**src/sv/patch_jump_table_engine_assert.svh**
```systemverilog
// ----------------------------------------------------------------------------
// Assertion macros for the patch jump table engine
// Shared shapes for the concurrent checks at the end of the top level.
// ----------------------------------------------------------------------------
`ifndef PATCH_JUMP_TABLE_ENGINE_ASSERT_SVH
`define PATCH_JUMP_TABLE_ENGINE_ASSERT_SVH

// Condition in this cycle implies consequent in the same cycle
`define PJTE_ASSERT_SAME(label, cond, conseq, msg) \
    label: assert property (@(posedge clk) disable iff (!rst_n) \
        (cond) |-> (conseq)) else $error(msg);

// Condition in this cycle implies consequent in the next cycle
`define PJTE_ASSERT_NEXT(label, cond, conseq, msg) \
    label: assert property (@(posedge clk) disable iff (!rst_n) \
        (cond) |=> (conseq)) else $error(msg);

// Condition must never hold
`define PJTE_ASSERT_NEVER(label, cond, msg) \
    label: assert property (@(posedge clk) disable iff (!rst_n) \
        !(cond)) else $error(msg);

`endif

```
**src/sv/pjte_pkg.sv**
```systemverilog
// ----------------------------------------------------------------------------
// pjte_pkg
// Types and codes shared by the jump table engine and its cells.
// ----------------------------------------------------------------------------
`timescale 1ns / 1ps
`default_nettype none

package pjte_pkg;

    localparam int WORD_W = 64;
    localparam int LEN_W  = 32;
    localparam int OP_W   = 2;
    localparam int ST_W   = 2;

    localparam logic [OP_W-1:0] OP_CLEAR  = 2'd0;
    localparam logic [OP_W-1:0] OP_INSERT = 2'd1;
    localparam logic [OP_W-1:0] OP_LOOKUP = 2'd2;
    localparam logic [OP_W-1:0] OP_STACK  = 2'd3;

    localparam logic [ST_W-1:0] ST_OK   = 2'd0;
    localparam logic [ST_W-1:0] ST_FULL = 2'd1;
    localparam logic [ST_W-1:0] ST_MISS = 2'd2;

    localparam logic [WORD_W-1:0] WINDOW_LOW_RESET = {WORD_W{1'b1}};

    // One stored redirection
    typedef struct packed {
        logic [WORD_W-1:0] orig_addr;
        logic [WORD_W-1:0] start_addr;
        logic [WORD_W-1:0] end_addr;
    } entry_t;

    // Query travelling down the row of cells
    typedef struct packed {
        logic              valid;
        logic              is_lookup;
        logic              found;
        logic              hit;
        logic [WORD_W-1:0] word;
        logic [WORD_W-1:0] target;
    } token_t;

    // One finished result
    typedef struct packed {
        logic [ST_W-1:0]   status;
        logic [WORD_W-1:0] target;
        logic              hit;
    } result_t;

endpackage

`default_nettype wire

```
**src/sv/pjte_cell.sv**
```systemverilog
// ----------------------------------------------------------------------------
// pjte_cell
// One table slot: holds an entry, shifts it on insert, and matches the
// passing query against it before handing the query on.
// ----------------------------------------------------------------------------
`timescale 1ns / 1ps
`default_nettype none

module pjte_cell #(
    parameter int CELL_INDEX = 0,
    parameter int CNT_W      = 7
) (
    input  logic                clk,
    input  logic                rst_n,
    input  logic                shift_en,
    input  logic [CNT_W-1:0]    count,
    input  pjte_pkg::entry_t    entry_in,
    output pjte_pkg::entry_t    entry_out,
    input  pjte_pkg::token_t    tok_in,
    output pjte_pkg::token_t    tok_out
);
    import pjte_pkg::*;

    entry_t entry_reg;
    token_t tok_reg;
    token_t tok_next;
    logic   live;

    // Slot holds a stored entry only while its index is below the fill count
    assign live = (CNT_W'(CELL_INDEX) < count);

    always_comb
    begin
        tok_next = tok_in;
        if (tok_in.valid && live)
        begin
            if (tok_in.is_lookup)
            begin
                // first match down the row is the newest entry
                if (!tok_in.found && (entry_reg.orig_addr == tok_in.word))
                begin
                    tok_next.found  = 1'b1;
                    tok_next.target = entry_reg.start_addr;
                end
            end
            else if ((tok_in.word >= entry_reg.start_addr) &&
                     (tok_in.word < entry_reg.end_addr))
            begin
                tok_next.hit = 1'b1;
            end
        end
    end

    always_ff @(posedge clk)
    begin
        if (shift_en)
        begin
            entry_reg <= entry_in;
        end
    end

    always_ff @(posedge clk or negedge rst_n)
    begin
        if (!rst_n)
        begin
            tok_reg <= '0;
        end
        else
        begin
            tok_reg <= tok_next;
        end
    end

    assign entry_out = entry_reg;
    assign tok_out   = tok_reg;

endmodule

`default_nettype wire

```
**config.mk**
```make
export PLATFORM = sky130hd
export DESIGN_NAME = pjte_cell
export DESIGN_NICKNAME = d
export VERILOG_FILES = /design/src/sv/patch_jump_table_engine_assert.svh /design/src/sv/pjte_pkg.sv /design/src/sv/pjte_cell.sv
export SDC_FILE = /design/constraint.sdc
export NUM_CORES = 1
export LEC_CHECK = 0
export ABC_AREA = 1
export BUFFER_PORTS_ARGS = -buffer_cell sky130_fd_sc_hd__buf_2
export CAP_MARGIN = 40
export CORE_AREA = 2 2 260 262
export CTS_CLUSTER_DIAMETER = 200
export CTS_CLUSTER_SIZE = 12
export DETAILED_ROUTE_END_ITERATION = 10
export DIE_AREA = 0 0 262 264
export GPL_ROUTABILITY_DRIVEN = 0
export PLACE_DENSITY = 0.5
export SYNTH_ARGS = -nofsm -noshare
export SYNTH_HDL_FRONTEND = slang
export SYNTH_SLANG_ARGS = --single-unit
```
**constraint.sdc**
```tcl
create_clock -name clk -period 3.4 [get_ports clk]
set_input_delay 0 -clock clk [delete_from_list [all_inputs] [get_ports clk]]
set_output_delay 0 -clock clk [all_outputs]
set_load 0.01 [all_outputs]
```
==> results_dict.tcl <==
set metrics [dict create \
    fin_crit_ns 2.68 \
    mappedNetlistNets 1775 \
    synth_top_area_share_pct 39.5 \
    dp_cells 2826 \
    p_leak_nw 11.3 \
    cap_violations 0 \
    worst_path_dominant_cell_family "simple AND/OR/NAND/NOR gates" \
    setup_fix_bufs_post_cts 0 \
    clock-root-buffer "sky130_fd_sc_hd__clkbuf_16" \
    worstPathArrival_ns 3.16 \
    timing.critical_path.cells "xnor2_1, and2_0, nand2_1, nor2_2, nand3_1, nor2_2, nand4_4, buf_4, buf_12, nand2_1, nand2_1" \
    ys_top_cells_by_area "sky130_fd_sc_hd__edfxtp_1, sky130_fd_sc_hd__dfrtp_1, sky130_fd_sc_hd__ha_1" \
    synth_cell_type_count 36 \
    post_cts_resized 0 \
    portBuffers 657 \
    setup_viol 0 \
    worst_path_max_delay_cell "sky130_fd_sc_hd__xnor2_1" \
    synth_edf_count 192 \
    clk_sinks 324 \
    status "completed" \
    effective_utilization_at_floorplan_pct 22.0 \
    io_pins 658 \
    tightest_slew_ns 0.831 \
    crit_path_largest_cell_delay_ns 0.61 \
    final_nets 2772 \
    slew_violations 0 \
    combinationalPowerShare_pct 18.6 \
    timing.critical_path.from_type "register" \
    yosys_most_used_dff "sky130_fd_sc_hd__edfxtp_1" \
    detail_placement_hpwl_um 51500 \
    fmaxAchievable_mhz 373 \
    grt_util_all_layers_pct 18.6 \
    instances_no_fill 3208 \
    cts_buffers 30 \
    critical_path.startpoint "entry_out[140]" \
    route.vias.total 13588 \
    post-synth-top-area-cell "sky130_fd_sc_hd__edfxtp_1" \
    detail_route.drc_violations 0 \
    switching_power_mw 2.74 \
    critical_path.max_fanout 35 \
    core-area_um2 66600 \
    drt.antenna.violating_nets 0 \
    p_total_mw 9.72 \
    clock_latency_ns 0.62 \
    htreeDepth 1 \
    syn-instance-count 1314 \
    end_kind "register" \
    timing.clock.skew_ns 0.0305 \
    largest_net_degree_at_the_start_of_global_routing 91 \
    drive_above_1_share_pct 30.4 \
    drt-initial-drc-count 977 \
    chipHeight_um 264 \
    tritoncts "yes" \
    grt_most_used_layer "met2" \
    setup-tns-final_ns 0 \
    power.ir.vdd_worst_mv 0.399 \
    proportion_of_total_power_due_to_net_switching_pct 28.2 \
    critical_path_buf_inv_count 2 \
    routed_wl_um 67200 \
    synth.avg_cell_area_um2 11.1 \
    fin_util_pct 34.6 \
    worstReg2RegStart "entry_out[140]" \
    final_hold_violating_endpoints 0 \
    firstDrtPassIters 5 \
    timing.setup.critical_path_class "reg -> reg" \
    grt_util_met3_pct 3.21 \
    synth_area_um2 14600 \
    sequentialPowerShare_pct 48.1 \
    crit_path_frequent_cell "sky130_fd_sc_hd__nand2_1" \
    global_route_wire_length_before_repair_um 93800 \
    synth_seq_cells 324 \
    async_flop_share_pct 40.7 \
    placement_rows 95 \
    min_period_over_period_pct 78.8 \
    cts.reportedPaths.clkPinSlew_ns 0.07 \
    die_x_um 262 \
    clock_power_share_pct 33.3 \
    gr-usage-met2_pct 33.3 \
    grt_setup_unrepaired "no" \
    power-per-cell-area_nw_per_um2 422 \
    critical_path_required_ns 3.88 \
    hold_class "in -> async" \
    worst_hold_slack_ns 0.00953 \
    post_synthesis_sequential_area_ratio_pct 62.1 \
    viasPerCell 4.24 \
    die_area_um2 69200 \
    max_slew_margin_pct 44.6 \
    total_grt_overflow 0 \
    grt.met1_usage_pct 22.7 \
    power.internal_mw 6.98 \
    ys.warnings.count 0 \
    grt_pass1_vias 14103 \
    cts-root-to-sink-buffers 3 \
    area.growth.synth_to_final_pct 57.6 \
    avgRoutedWirePerCell_um 21.0 \
    initial_antenna_violation_count 7 \
]
-- stage by stage --
stage / cell area [um^2] / setup slack (ns)
2_1_floorplan: 14600 / 1.77
3_3_place_gp: 18900 / 0.731
3_5_place_dp: 18900 / 0.758
4_1_cts: 23000 / 0.745
5_1_grt: 23000 / 0.587
6_report: 23000 / 0.722
-- synthesized netlist by cell type (all sizes together) (8+ instances only) --
cell    count
xor2        8
edfxtp    192
o21ai      33
inv       207
a21oi      57
nand4      78
nor3       11
xnor2      11
ha        127
buf        25
dfrtp     132
o22ai       9
nand2     312
nand3      20
nor2       75
-- registers in the layout (all words and copies together) (netlist names) --
register	count
entry_out	192
tok_out	132
-- kinds of logic after synthesis --
group / synth area share (%)
AOI/OAI and AO/OA: 3.92
and+or+nand+nor: 14.9
adders and majority gates: 10.9
buffers and inverters: 7.11
DFF: 62.1
xor gates and xnor gates: 1.14
-- final cells by class --
cell class,instances,area (um^2)
multi-input cells,756,4510
fillers,6658,43500
clock buffers,55,866
inverters,207,778
flip-flops and latches,324,9070
repair buffers,992,6710
diodes,1,2.50
well taps,873,1090
-- what timing repair did --
action,CTS,global route
hold buffers,326,0
setup endpoints to repair,0,0
hold endpoints to repair,419,0
-- routing by layer --
layer	up-vias	share of wire, %
li1	6393	-
met1	6515	42
met2	580	50
met3	96	5.8
met4	4	2.9
met5	-	0.039
-- path summary, 6_finish.rpt --
check | endpoint | slack, ns | cells past startpoint
max in group asynchronous | tok_out[21] | 2.52 | 3
max | tok_out[58] | 0.72 | 11
min reg2reg | tok_out[63] | 0.55 | 2
min in group clk | tok_out[64] | 0.08 | 2
min | tok_out[52] | 0.01 | 2
max reg2reg | tok_out[58] | 0.72 | 11
-- cell usage in the layout (no fill, tap or decap), types with 3 or more instances in the layout --
| cell | synthesis | routed |
|---|---|---|
| sky130_fd_sc_hd__nand3_1 | 20 | 20 |
| sky130_fd_sc_hd__a21oi_1 | 57 | 57 |
| sky130_fd_sc_hd__nand2_1 | 311 | 311 |
| sky130_fd_sc_hd__o21ai_0 | 19 | 19 |
| sky130_fd_sc_hd__dfrtp_1 | 132 | 132 |
| sky130_fd_sc_hd__buf_12 | 0 | 6 |
| sky130_fd_sc_hd__inv_1 | 202 | 201 |
| sky130_fd_sc_hd__nor2_1 | 70 | 70 |
| sky130_fd_sc_hd__xnor2_1 | 11 | 11 |
| sky130_fd_sc_hd__nor2_2 | 3 | 3 |
| sky130_fd_sc_hd__dlygate4sd3_1 | 0 | 326 |
| sky130_fd_sc_hd__o21ai_1 | 14 | 14 |
| sky130_fd_sc_hd__edfxtp_1 | 192 | 192 |
| sky130_fd_sc_hd__nand4_1 | 77 | 77 |
| sky130_fd_sc_hd__inv_2 | 5 | 5 |
| sky130_fd_sc_hd__nor3_1 | 11 | 11 |
| sky130_fd_sc_hd__buf_4 | 0 | 3 |
| sky130_fd_sc_hd__ha_1 | 127 | 127 |
| sky130_fd_sc_hd__xor2_1 | 8 | 8 |
| sky130_fd_sc_hd__buf_2 | 8 | 655 |
| sky130_fd_sc_hd__clkbuf_1 | 1 | 24 |
| sky130_fd_sc_hd__clkbuf_16 | 0 | 31 |
| sky130_fd_sc_hd__o22ai_1 | 9 | 9 |
-- power by group through the flow --
stage                     clock (mW)  combinational, mW  sequential [mW]
after floorplan                    0              0.480             4.82
after global placement             0               1.51             4.76
after detailed placement           0               1.53             4.76
after CTS                       3.34               1.84             4.68
after global routing            3.49               2.01             4.70
final                           3.24               1.80             4.68
Power figures use the tool's default switching activity.
